==> config.mk <==
export PLATFORM = sky130hd
export DESIGN_NAME = ef3d_serial
export DESIGN_NICKNAME = d
export VERILOG_FILES = /design/src/hw/rtl/ef3d_pkg.sv /design/src/hw/rtl/ef3d_serial.sv
export SDC_FILE = /design/constraint.sdc
export NUM_CORES = 1
export LEC_CHECK = 0
export BUFFER_PORTS_ARGS = -buffer_cell sky130_fd_sc_hd__buf_2
export CELL_PAD_IN_SITES_DETAIL_PLACEMENT = 1
export CELL_PAD_IN_SITES_GLOBAL_PLACEMENT = 2
export CORE_MARGIN = 8
export CORE_UTILIZATION = 32
export CTS_CLUSTER_SIZE = 14
export DETAILED_ROUTE_END_ITERATION = 6
export PLACE_DENSITY_LB_ADDON = 0.1
export SYNTH_ARGS = -nofsm -noshare
export SYNTH_HDL_FRONTEND = slang
export SYNTH_SLANG_ARGS = --single-unit
==> constraint.sdc <==
create_clock -name clock -period 10.71 [get_ports clock]
set_input_delay 0.5355 -clock clock [delete_from_list [all_inputs] [get_ports clock]]
set_output_delay 0.5355 -clock clock [all_outputs]
set_load 0.005 [all_outputs]
==> src/hw/rtl/ef3d_pkg.sv <==
`timescale 1ns / 1ps
`default_nettype none
package ef3d_pkg;

   localparam int DATA_WIDTH = 32;
   localparam int FRAC_BITS  = 16;
   localparam int GAMMA_WIDTH = 18;
   localparam int RECIP_STEPS = 2 * FRAC_BITS + 1;

   typedef logic signed [DATA_WIDTH-1:0] word_type;
   typedef logic [DATA_WIDTH-2:0]        dens_type;
   typedef logic [GAMMA_WIDTH-1:0]       gamma_type;
   typedef logic [RECIP_STEPS-1:0]       quot_type;
   typedef logic [1:0]                   axis_type;

   localparam axis_type AXIS_X = 2'd0;
   localparam axis_type AXIS_Y = 2'd1;
   localparam axis_type AXIS_Z = 2'd2;

   localparam word_type WORD_MAX = word_type'({1'b0, {(DATA_WIDTH-1){1'b1}}});
   localparam word_type WORD_MIN = word_type'({1'b1, {(DATA_WIDTH-1){1'b0}}});
   localparam word_type HALF     = word_type'(1) << (FRAC_BITS - 1);
   localparam gamma_type GAMMA_RESET = gamma_type'(26214);

   typedef struct packed {
      logic     bad;
      dens_type rho;
      word_type mx;
      word_type my;
      word_type mz;
      word_type e;
      word_type hs;
   } cell_type;

   typedef struct packed {
      logic                bad;
      word_type [2:0]      mass;
      word_type [2:0][2:0] mom;
      word_type [2:0]      enf;
   } flux_type;

   // magnitude truncated toward zero, then saturated
   function automatic word_type fx_mul(word_type a, word_type b);
      logic signed [2*DATA_WIDTH-1:0]    prod;
      logic [2*DATA_WIDTH-1:0]           mag;
      logic [2*DATA_WIDTH-FRAC_BITS-1:0] r;
      logic                              neg;
      word_type                          res;
      prod = a * b;
      neg  = prod[2*DATA_WIDTH-1];
      mag  = neg ? (~prod + 1'b1) : prod;
      r    = mag[2*DATA_WIDTH-1:FRAC_BITS];
      if (|r[2*DATA_WIDTH-FRAC_BITS-1:DATA_WIDTH-1]) begin
         res = neg ? WORD_MIN : WORD_MAX;
      end else begin
         res = neg ? word_type'(-r[DATA_WIDTH-1:0]) : word_type'(r[DATA_WIDTH-1:0]);
      end
      return res;
   endfunction

   function automatic word_type sat_add(word_type a, word_type b);
      logic [DATA_WIDTH:0] s;
      s = {a[DATA_WIDTH-1], a} + {b[DATA_WIDTH-1], b};
      if (s[DATA_WIDTH] != s[DATA_WIDTH-1]) begin
         return s[DATA_WIDTH] ? WORD_MIN : WORD_MAX;
      end
      return word_type'(s[DATA_WIDTH-1:0]);
   endfunction

   function automatic word_type sat_sub(word_type a, word_type b);
      logic [DATA_WIDTH:0] s;
      s = {a[DATA_WIDTH-1], a} - {b[DATA_WIDTH-1], b};
      if (s[DATA_WIDTH] != s[DATA_WIDTH-1]) begin
         return s[DATA_WIDTH] ? WORD_MIN : WORD_MAX;
      end
      return word_type'(s[DATA_WIDTH-1:0]);
   endfunction

endpackage
`default_nettype wire

==> src/hw/rtl/ef3d_serial.sv <==
`timescale 1ns / 1ps
`default_nettype none
module ef3d_serial (
   input  wire logic               clock,
   input  wire logic               reset,
   input  wire logic               in_valid,
   input  wire ef3d_pkg::flux_type in_flux,
   output logic                    take,
   output logic                    out_valid,
   input  wire logic               out_ready,
   output ef3d_pkg::axis_type      out_axis,
   output ef3d_pkg::word_type      out_mass,
   output ef3d_pkg::word_type      out_xmom,
   output ef3d_pkg::word_type      out_ymom,
   output ef3d_pkg::word_type      out_zmom,
   output ef3d_pkg::word_type      out_energy,
   output logic                    out_bad,
   output logic                    out_last
);

   logic               full_ff, full_in;
   ef3d_pkg::axis_type axis_ff, axis_in;
   ef3d_pkg::flux_type res_ff;
   logic [1:0]         sel;

   // load a new cell when empty or when its last beat leaves
   assign take = !full_ff || (out_ready && axis_ff == ef3d_pkg::AXIS_Z);

   always_comb begin
      full_in = full_ff;
      axis_in = axis_ff;
      if (take) begin
         full_in = in_valid;
         axis_in = ef3d_pkg::AXIS_X;
      end else if (out_ready) begin
         axis_in = axis_ff + 2'd1;
      end
   end

   always_ff @(posedge clock) begin
      if (reset) begin
         full_ff <= 1'b0;
         axis_ff <= ef3d_pkg::AXIS_X;
      end else begin
         full_ff <= full_in;
         axis_ff <= axis_in;
      end
      if (take) begin
         res_ff <= in_flux;
      end
   end

   always_comb begin
      unique case (axis_ff)
         ef3d_pkg::AXIS_X: sel = 2'd0;
         ef3d_pkg::AXIS_Y: sel = 2'd1;
         ef3d_pkg::AXIS_Z: sel = 2'd2;
         default:          sel = 2'd0;
      endcase
      out_mass   = res_ff.mass[sel];
      out_xmom   = res_ff.mom[sel][0];
      out_ymom   = res_ff.mom[sel][1];
      out_zmom   = res_ff.mom[sel][2];
      out_energy = res_ff.enf[sel];
      if (res_ff.bad) begin
         out_mass   = '0;
         out_xmom   = '0;
         out_ymom   = '0;
         out_zmom   = '0;
         out_energy = '0;
      end
   end

   assign out_valid = full_ff;
   assign out_axis  = axis_ff;
   assign out_bad   = res_ff.bad;
   assign out_last  = (axis_ff == ef3d_pkg::AXIS_Z);

endmodule
`default_nettype wire

==> flow_summary.json, run 1 <==
{
  "met3_usage": 0.0638,
  "drt_iter0_drc": 678,
  "cts.reportedPaths.clkPinSlew_ns": 0.06,
  "clock_latency_ns": 0.60,
  "finClkSkew_ns": 0.0309,
  "cts_resized": 0,
  "cp.required_ns": 10.17,
  "syn_area_per_cell_um2": 16.5,
  "antenna_found_initial": 48,
  "drcViolationCount": 0,
  "yosys.area.top_type_share": 0.702,
  "netlist_instances": 1244,
  "cts_setup_buffers": 0,
  "yosysUniqueCellTypes": 21,
  "crit_path_start_kind": "flop",
  "p_int_uw": 3690,
  "cts_hold_buffers": 0,
  "finalCriticalPeriod_ns": 4.60,
  "cts_tree": "built",
  "cp_slowest_cell": "buf_4",
  "rsz0062_at_grt": "false",
  "worstPathCellList": "inv_1 > ha_4 > buf_12 > buf_4 > a211oi_1 > a211oi_2 > buf_2",
  "synth.area.top_cells": "edfxtp_1, a211oi_2, a211oi_1",
  "p_leak_uw": 0.0101,
  "synth_top_area_cell": "edfxtp_1",
  "die-area_mm2": 0.0726,
  "cts.htree.levels": 2,
  "clockBufferDepth": 3,
  "grt_pass1_vias": 14316,
  "grt_start_max_net_pins": 146,
  "cp.arrival_ns": 4.06,
  "wirelength_um": 68200,
  "syn_nets": 1733,
  "power_frac_seq": 0.479,
  "setup_tns_ns": 0,
  "rr_startpoint": "out_axis[0]$_SDFFE_PP0P_",
  "worstHoldPathCells": 1,
  "clock_power_share": 0.419,
  "grt_use_met1": 0.203,
  "layout_commonest_cell": "buf_2",
  "area_growth_pct": 28.5,
  "combPwrFrac": 0.101,
  "drt-wirelength-per-cell_um": 24.4,
  "crit_path_end_kind": "output port",
  "setup_violations": 0,
  "ys_seq_area_frac": 0.705,
  "slew_viol_final": 0,
  "synth_area_mm2": 0.0206,
  "cts-root-buf": "clkbuf_16",
  "min_path_type": "primary input to flop",
  "cts_buffers": 56,
  "fp.dieH_um": 270,
  "gr-max-usage-layer": "met2",
  "drv_cap": 0,
  "drtAntennaViolNets": 0,
  "core_mm2": 0.0640,
  "die_w_um": 270,
  "overflow": 0,
  "fill_cells": 6666,
  "path_max_fanout": 145,
  "first_pass_iters": 5,
  "grtUsageTotal": 0.181,
  "cts.sinks": 484,
  "gp_routability_congestion": 0.803,
  "mostFrequentLayoutCells": "buf_2, edfxtp_1, a211oi_2",
  "io_buffers": 650,
  "drive_gt1_frac": 0.488,
  "hold_violations": 0,
  "num_vias": 13223,
  "grt_use_met2": 0.318,
  "switching_share": 0.228,
  "utilization": 0.413,
  "fin_nets": 2352,
  "rows": 93,
  "yosysWarningCount": 0,
  "start_util": 0.321,
  "crit_path_start": "out_axis[0]$_SDFFE_PP0P_",
  "viasPerCell": 4.74,
  "synth-seq-cells": 484,
  "p_per_area_mw_per_mm2": 181,
  "slew-limit-headroom": 0.272,
  "reg2reg_depth": 6,
  "p_switching_uw": 1090,
  "max_stage_delay_ns": 0.86,
  "period_share": 0.429,
  "whs_ns": 0.102,
  "max-vdd-ir-drop_v": 0.000121,
  "worstSetupPathType": "flop to output port",
  "min_from": "in_flux[140]",
  "tightest_slew_ns": 1.09,
  "fmax_mhz": 218,
  "status": "finished clean",
  "ios": 651,
  "grt_pass1_wl_um": 98200,
  "hpwl_um": 48700
}
## metal layers
| layer | vias up | routed length (µm) |
|---|---|---|
| li1 | 6101 | - |
| met5 | - | 178 |
| met4 | 30 | 1810 |
| met1 | 6524 | 26200 |
| met3 | 136 | 5210 |
| met2 | 432 | 34800 |
## cell usage after synthesis
cell / n
buf_12: 1
a211oi_1: 136
a2111oi_0: 1
nor2_1: 1
buf_1: 1
buf_8: 6
a211oi_2: 184
xnor2_1: 1
ha_1: 4
a21oi_1: 1
nand2b_1: 160
buf_2: 48
inv_1: 3
buf_6: 12
nor2b_1: 160
nor3_1: 1
dfxtp_1: 3
edfxtp_1: 481
clkbuf_1: 36
nand2_1: 2
buf_4: 2
## worst max-delay path, delay by kind of cell (launching register included)
kind,cells,cell delay (ns)
adder cells (fa/ha/maj),1,0.50
buffers and inverters,4,1.84
flip-flops,1,0.40
AO/OA/AOI/OAI,2,0.43
## stage by stage
step	area, µm²	instances	setup WS, ns	total power, µW
2_1_floorplan	20600	1244	3.60	2620
3_3_place_gp	24400	2660	6.90	2810
3_5_place_dp	24400	2660	6.80	2830
4_1_cts	26400	2765	6.09	4860
5_1_grt	26400	2781	5.90	4970
6_report	26400	2789	6.11	4780
## cell families (layout without fill, tap and decap cells)
logic type,count (synthesis),after routing,share of synthesized area
compound gates,322,322,0.162
xor+xnor,1,1,0.000426
fa+ha+maj,4,4,0.00243
buf+inv,109,775,0.0316
flops,484,484,0.705
other cells,0,24,0
simple gates,324,324,0.0981
## power by group through the flow
stage	Combinational, µW	Clock (µW)	Sequential, µW
6_report	484	2000	2290
5_1_grt	534	2130	2300
4_1_cts	500	2070	2290
3_5_place_dp	497	0	2330
3_3_place_gp	490	0	2320
2_1_floorplan	273	0	2350
## sequential cells by signal, summed over array words and instances, names as in the netlist
signal and count:
out_bad 1, out_valid 1, out_axis 2, res_ff 480
## worst paths after layout
| kind | endpoint | slack (ns) |
|---|---|---|
| worst max-delay path | out_zmom[27] | 6.11 |
| worst min-delay path | res_ff[140]$_DFFE_PP_ | 0.10 |
| worst max register to register | res_ff[434]$_DFFE_PP_ | 6.95 |
| worst min register to register | out_axis[1]$_SDFFE_PP0P_ | 0.58 |
## cell type report
cell class / count / area [µm²] / area share
Antenna cell: 24 / 60.1 / 0.00227
Clock inverter: 35 / 428 / 0.0162
Timing Repair Buffer: 667 / 3390 / 0.128
Tap cell: 855 / 1070 / 0.0405
Inverter: 3 / 11.3 / 0.000426
Sequential cell: 484 / 14500 / 0.549
Multi-Input combinational cell: 651 / 5470 / 0.207
Clock buffer: 70 / 1500 / 0.0566
Power figures use the tool's default switching activity.
==> run 2, diff against run 1 <==
- clock period: 10.71 -> 3.82 ns (I/O delays scaled with it)
==> run 2 against run 1 <==
Net effect:
- worst setup slack worse by 5.5 ns
- register-to-register slack worse by 5.8 ns
- clock-buffer cell count up 2
- worst hold slack better by 0.20 ns
- first-iteration DRC count up 2.4%
- sequential share of layout area down 8.4 points
- clock skew down 0.011 ns
- largest power group unchanged
- final cell count up 17%
- non-clock buffer count up 497
- clock power up 140%
- via count up 15%
- final area up 18%
==> flow_summary.json, run 2 (synthesized netlist as in run 1, its figures left out) <==
{
  "fill_cells": 6611,
  "crit_path_end_kind": "output port",
  "cp_slowest_cell": "ha_4",
  "ff_latch_area_mm2": 0.0145,
  "finalWorstSetupSlack_ns": 0.596,
  "cts_resized": 0,
  "cp.arrival_ns": 3.03,
  "slew_viol_final": 0,
  "ios": 651,
  "rows": 93,
  "place_worst_setup_slack_ns": 1.18,
  "fin_area_mm2": 0.0312,
  "core_mm2": 0.0640,
  "finalCriticalPeriod_ns": 3.22,
  "drt_iter0_drc": 694,
  "worstPathCellList": "inv_1 > ha_4 > buf_4 > a211oi_1 > a211oi_2 > buf_2",
  "layout_commonest_cell": "buf_2",
  "max-vdd-ir-drop_v": 0.000338,
  "cts_tree": "built",
  "hold_violations": 0,
  "status": "finished clean",
  "cts.reportedPaths.clkPinSlew_ns": 0.06,
  "io_buffers": 650,
  "grt_pass1_vias": 17223,
  "grt_pass1_wl_um": 111000,
  "largest_register_ffs": 480,
  "area_growth_pct": 51.7,
  "drtAntennaViolNets": 0,
  "drcViolationCount": 0,
  "rsz0062_at_grt": "false",
  "fp.dieH_um": 270,
  "clockBufferDepth": 3,
  "cts_setup_buffers": 0,
  "drt-wirelength-per-cell_um": 23.1,
  "grt_start_max_net_pins": 119,
  "die-area_mm2": 0.0726,
  "path_max_fanout": 45,
  "dpl_cell_area_mm2": 0.0247,
  "cts_buffers": 55,
  "fin_nets": 2848,
  "finClkSkew_ns": 0.0199,
  "drv_cap": 0,
  "cts_hold_buffers": 484,
  "worstSetupPathType": "flop to output port",
  "cp.required_ns": 3.63,
  "clock_latency_ns": 0.60,
  "cts-root-buf": "clkbuf_16",
  "p_per_area_mw_per_mm2": 419,
  "num_vias": 15249,
  "min_path_type": "primary input to flop",
  "p_leak_uw": 0.0121,
  "cts.sinks": 484,
  "max_stage_delay_ns": 0.67,
  "top_register": "res_ff",
  "gp_routability_congestion": 0.813,
  "tightest_slew_ns": 0.965,
  "utilization": 0.487,
  "die_w_um": 270,
  "wirelength_um": 75500,
  "slew-limit-headroom": 0.356,
  "drive_gt1_frac": 0.389,
  "grtUsageTotal": 0.200,
  "period_share": 0.844,
  "crit_path_start_kind": "flop",
  "cts.htree.levels": 2,
  "fmax_mhz": 310,
  "start_util": 0.321,
  "overflow": 0,
  "setup_tns_ns": 0,
  "antenna_found_initial": 17,
  "hpwl_um": 50900,
  "viasPerCell": 4.67,
  "mostFrequentLayoutCells": "buf_2, dlygate4sd3_1, edfxtp_1",
  "setup_violations": 0,
  "first_pass_iters": 4,
  "multi_input_area_mm2": 0.00547
}
-- run 2: power by group --
part	total (µW)	switching (µW)	internal, µW
clock network	4780	2090	2690
logic	1880	930	948
registers	6420	108	6310
total	13100	3130	9950
-- run 2: worst max-delay path, delay by kind of cell, from the launching register on --
kind	cells	cell delay, ns
buffers and inverters	3	0.93
DFF	1	0.40
AOI/OAI and AO/OA	2	0.40
adders and majority gates	1	0.67
-- run 2: path summary, 6_finish.rpt --
path / cells past startpoint / slack, ns / from / to
worst max register to register: 7 / 1.15 / out_axis[0]$_SDFFE_PP0P_ / out_valid$_SDFFE_PP0P_
worst max-delay path: 6 / 0.60 / out_axis[0]$_SDFFE_PP0P_ / out_energy[21]
worst min register to register: 2 / 0.59 / out_axis[1]$_SDFFE_PP0P_ / out_axis[1]$_SDFFE_PP0P_
worst min-delay path: 2 / 0.30 / in_flux[82] / res_ff[82]$_DFFE_PP_
-- run 2: area by class of cell --
class / instances / area share
Antenna cell: 16 / 0.00128
Clock buffer: 72 / 0.0475
Clock inverter: 20 / 0.00281
Inverter: 3 / 0.000361
Multi-Input combinational cell: 651 / 0.175
Sequential cell: 484 / 0.465
Tap cell: 855 / 0.0343
Timing Repair Buffer: 1164 / 0.274
-- run 2: layer usage --
metal,GRT usage,part of all wire,vias to the layer above
met1,0.230,0.39,7559
met3,0.0536,0.064,128
met2,0.358,0.51,484
met4,0.0693,0.033,6
li1,-,-,7072
met5,0,0.00045,-
-- run 2: stage by stage --
step / std cells / total power, µW / hold WS (ns)
floorplan: 1244 / 7280 / 0.260
detailed placement: 2673 / 7990 / 0.369
finish: 3265 / 13100 / 0.299
global route: 3261 / 13600 / 0.274
CTS: 3249 / 13300 / 0.249
global placement: 2673 / 7960 / 0.368
==> run 3, diff against run 2 <==
- clock period: 3.82 -> 2.8 ns (I/O delays scaled with it)
==> run 3 against run 2 <==
Net effect:
- clock-buffer cell count rose by 2
- first-iteration DRC count rose by 10%
- core utilization rose by 0.72 points
- worst setup slack got worse by 0.46 ns
- combinational power rose by 39%
- global-route usage fell by 0.12 points
- routed wire length rose by 0.65%
- power rose by 40%
- final cell count rose by 0.86%
- critical endpoint is now out_ymom[26]
==> flow_summary.json, run 3 (synthesized netlist as in run 1, its figures left out) <==
{
  "hold_violations": 0,
  "gr-max-usage-layer": "met2",
  "crit_path_end_kind": "output port",
  "die_w_um": 270,
  "fmax_mhz": 375,
  "p_leak_uw": 0.0123,
  "largest_register_ffs": 480,
  "cp.arrival_ns": 2.53,
  "drt_iter0_drc": 765,
  "stdcell_count": 3293,
  "setup_violations": 0,
  "fin_nets": 2871,
  "status": "finished clean",
  "cp.required_ns": 2.66,
  "layout_commonest_cell": "buf_2",
  "ff_latch_area_mm2": 0.0145,
  "rows": 93,
  "antenna_found_initial": 17,
  "finClkSkew_ns": 0.0236,
  "path_max_fanout": 51,
  "grt_start_max_net_pins": 65,
  "core_mm2": 0.0640,
  "first_pass_iters": 5,
  "hpwl_um": 51800,
  "cts.sinks": 484,
  "cts_buffers": 56,
  "io_buffers": 650,
  "dp_cells": 2691,
  "grt_use_met2": 0.365,
  "grt_use_met1": 0.222,
  "drt-wirelength-per-cell_um": 23.1,
  "cts-root-buf": "clkbuf_16",
  "slew-limit-headroom": 0.579,
  "cts_tree": "built",
  "ios": 651,
  "mostFrequentLayoutCells": "buf_2, dlygate4sd3_1, edfxtp_1",
  "grt_pass1_wl_um": 111000,
  "start_util": 0.321,
  "worstSetupPathType": "flop to output port",
  "wirelength_um": 75900,
  "slew_viol_final": 0,
  "setup_tns_ns": 0,
  "multi_input_area_mm2": 0.00551,
  "drive_gt1_frac": 0.400,
  "period_share": 0.952,
  "clockBufferDepth": 3,
  "tightest_slew_ns": 0.628,
  "crit_path_start_kind": "flop",
  "fp.dieH_um": 270,
  "whs_ns": 0.249,
  "clock_latency_ns": 0.59,
  "cts.reportedPaths.clkPinSlew_ns": 0.06,
  "grtUsageTotal": 0.199,
  "cts.htree.levels": 2,
  "grt_pass1_vias": 17323,
  "viasPerCell": 4.65,
  "top_register": "res_ff",
  "r2r_slack_ns": 0.78,
  "area_growth_pct": 53.9,
  "drcViolationCount": 0,
  "gp_routability_congestion": 0.824,
  "overflow": 0,
  "finalCriticalPeriod_ns": 2.67,
  "min_path_type": "primary input to flop",
  "met3_usage": 0.0497,
  "die-area_mm2": 0.0726,
  "drtAntennaViolNets": 0,
  "p_total_uw": 18300,
  "max-vdd-ir-drop_v": 0.000467,
  "p_per_area_mw_per_mm2": 579,
  "rsz0062_at_grt": "true",
  "fill_cells": 6571,
  "drv_cap": 0,
  "num_vias": 15312
}
run 3: worst paths after layout:
path                                                from                        to  depth (start not counted)
worst max-delay path            out_axis[1]$_SDFFE_PP0P_              out_ymom[26]                          7
worst min-delay path                        in_flux[179]     res_ff[179]$_DFFE_PP_                          2
worst max register to register  out_axis[0]$_SDFFE_PP0P_     res_ff[313]$_DFFE_PP_                          5
worst min register to register  out_axis[1]$_SDFFE_PP0P_  out_axis[1]$_SDFFE_PP0P_                          2
run 3: through the flow:
step	utilization	cell area [µm²]	setup WS [ns]
after global placement	0.390	25000	0.560
after detailed placement	0.390	25000	0.517
final	0.495	31700	0.135
after global routing	0.495	31700	-0.0174
after CTS	0.493	31500	-0.00440
after floorplan	-	20600	-0.195
run 3: power by group:
part	switching, µW	total (µW)	internal (µW)
logic	1280	2610	1330
registers	149	8750	8600
clock network	2910	6980	4070
run 3: layout make-up:
type / instances / share of cell area
clock inverter: 26 / 0.00692
tap: 855 / 0.0338
clock buffer: 74 / 0.0471
sequential: 484 / 0.458
inverter: 3 / 0.000435
timing repair buffer: 1186 / 0.278
antenna: 14 / 0.00111
multi-input combinational: 651 / 0.174
run 3: worst max-delay path: stages, from the launching register on:
cell and delay (ns):
dfxtp_2 0.36, inv_1 0.15, ha_4 0.20, buf_12 0.23
nor2b_1 0.09, a211oi_1 0.56, a211oi_2 0.09, buf_2 0.16
run 3: layer usage:
layer  wire length (µm)  part of all wire
met1              29500              0.39
met2              39600              0.52
met3               4460             0.059
met4               2390             0.031
met5                 40           0.00053
run 3: what timing repair did:
item                       4_1_cts  5_1_grt
setup endpoints to repair       57       88
gates cloned                     0        1
hold endpoints to repair       484        0
gates resized for setup          3        8
hold buffers                   485        0
setup buffers                    0        2
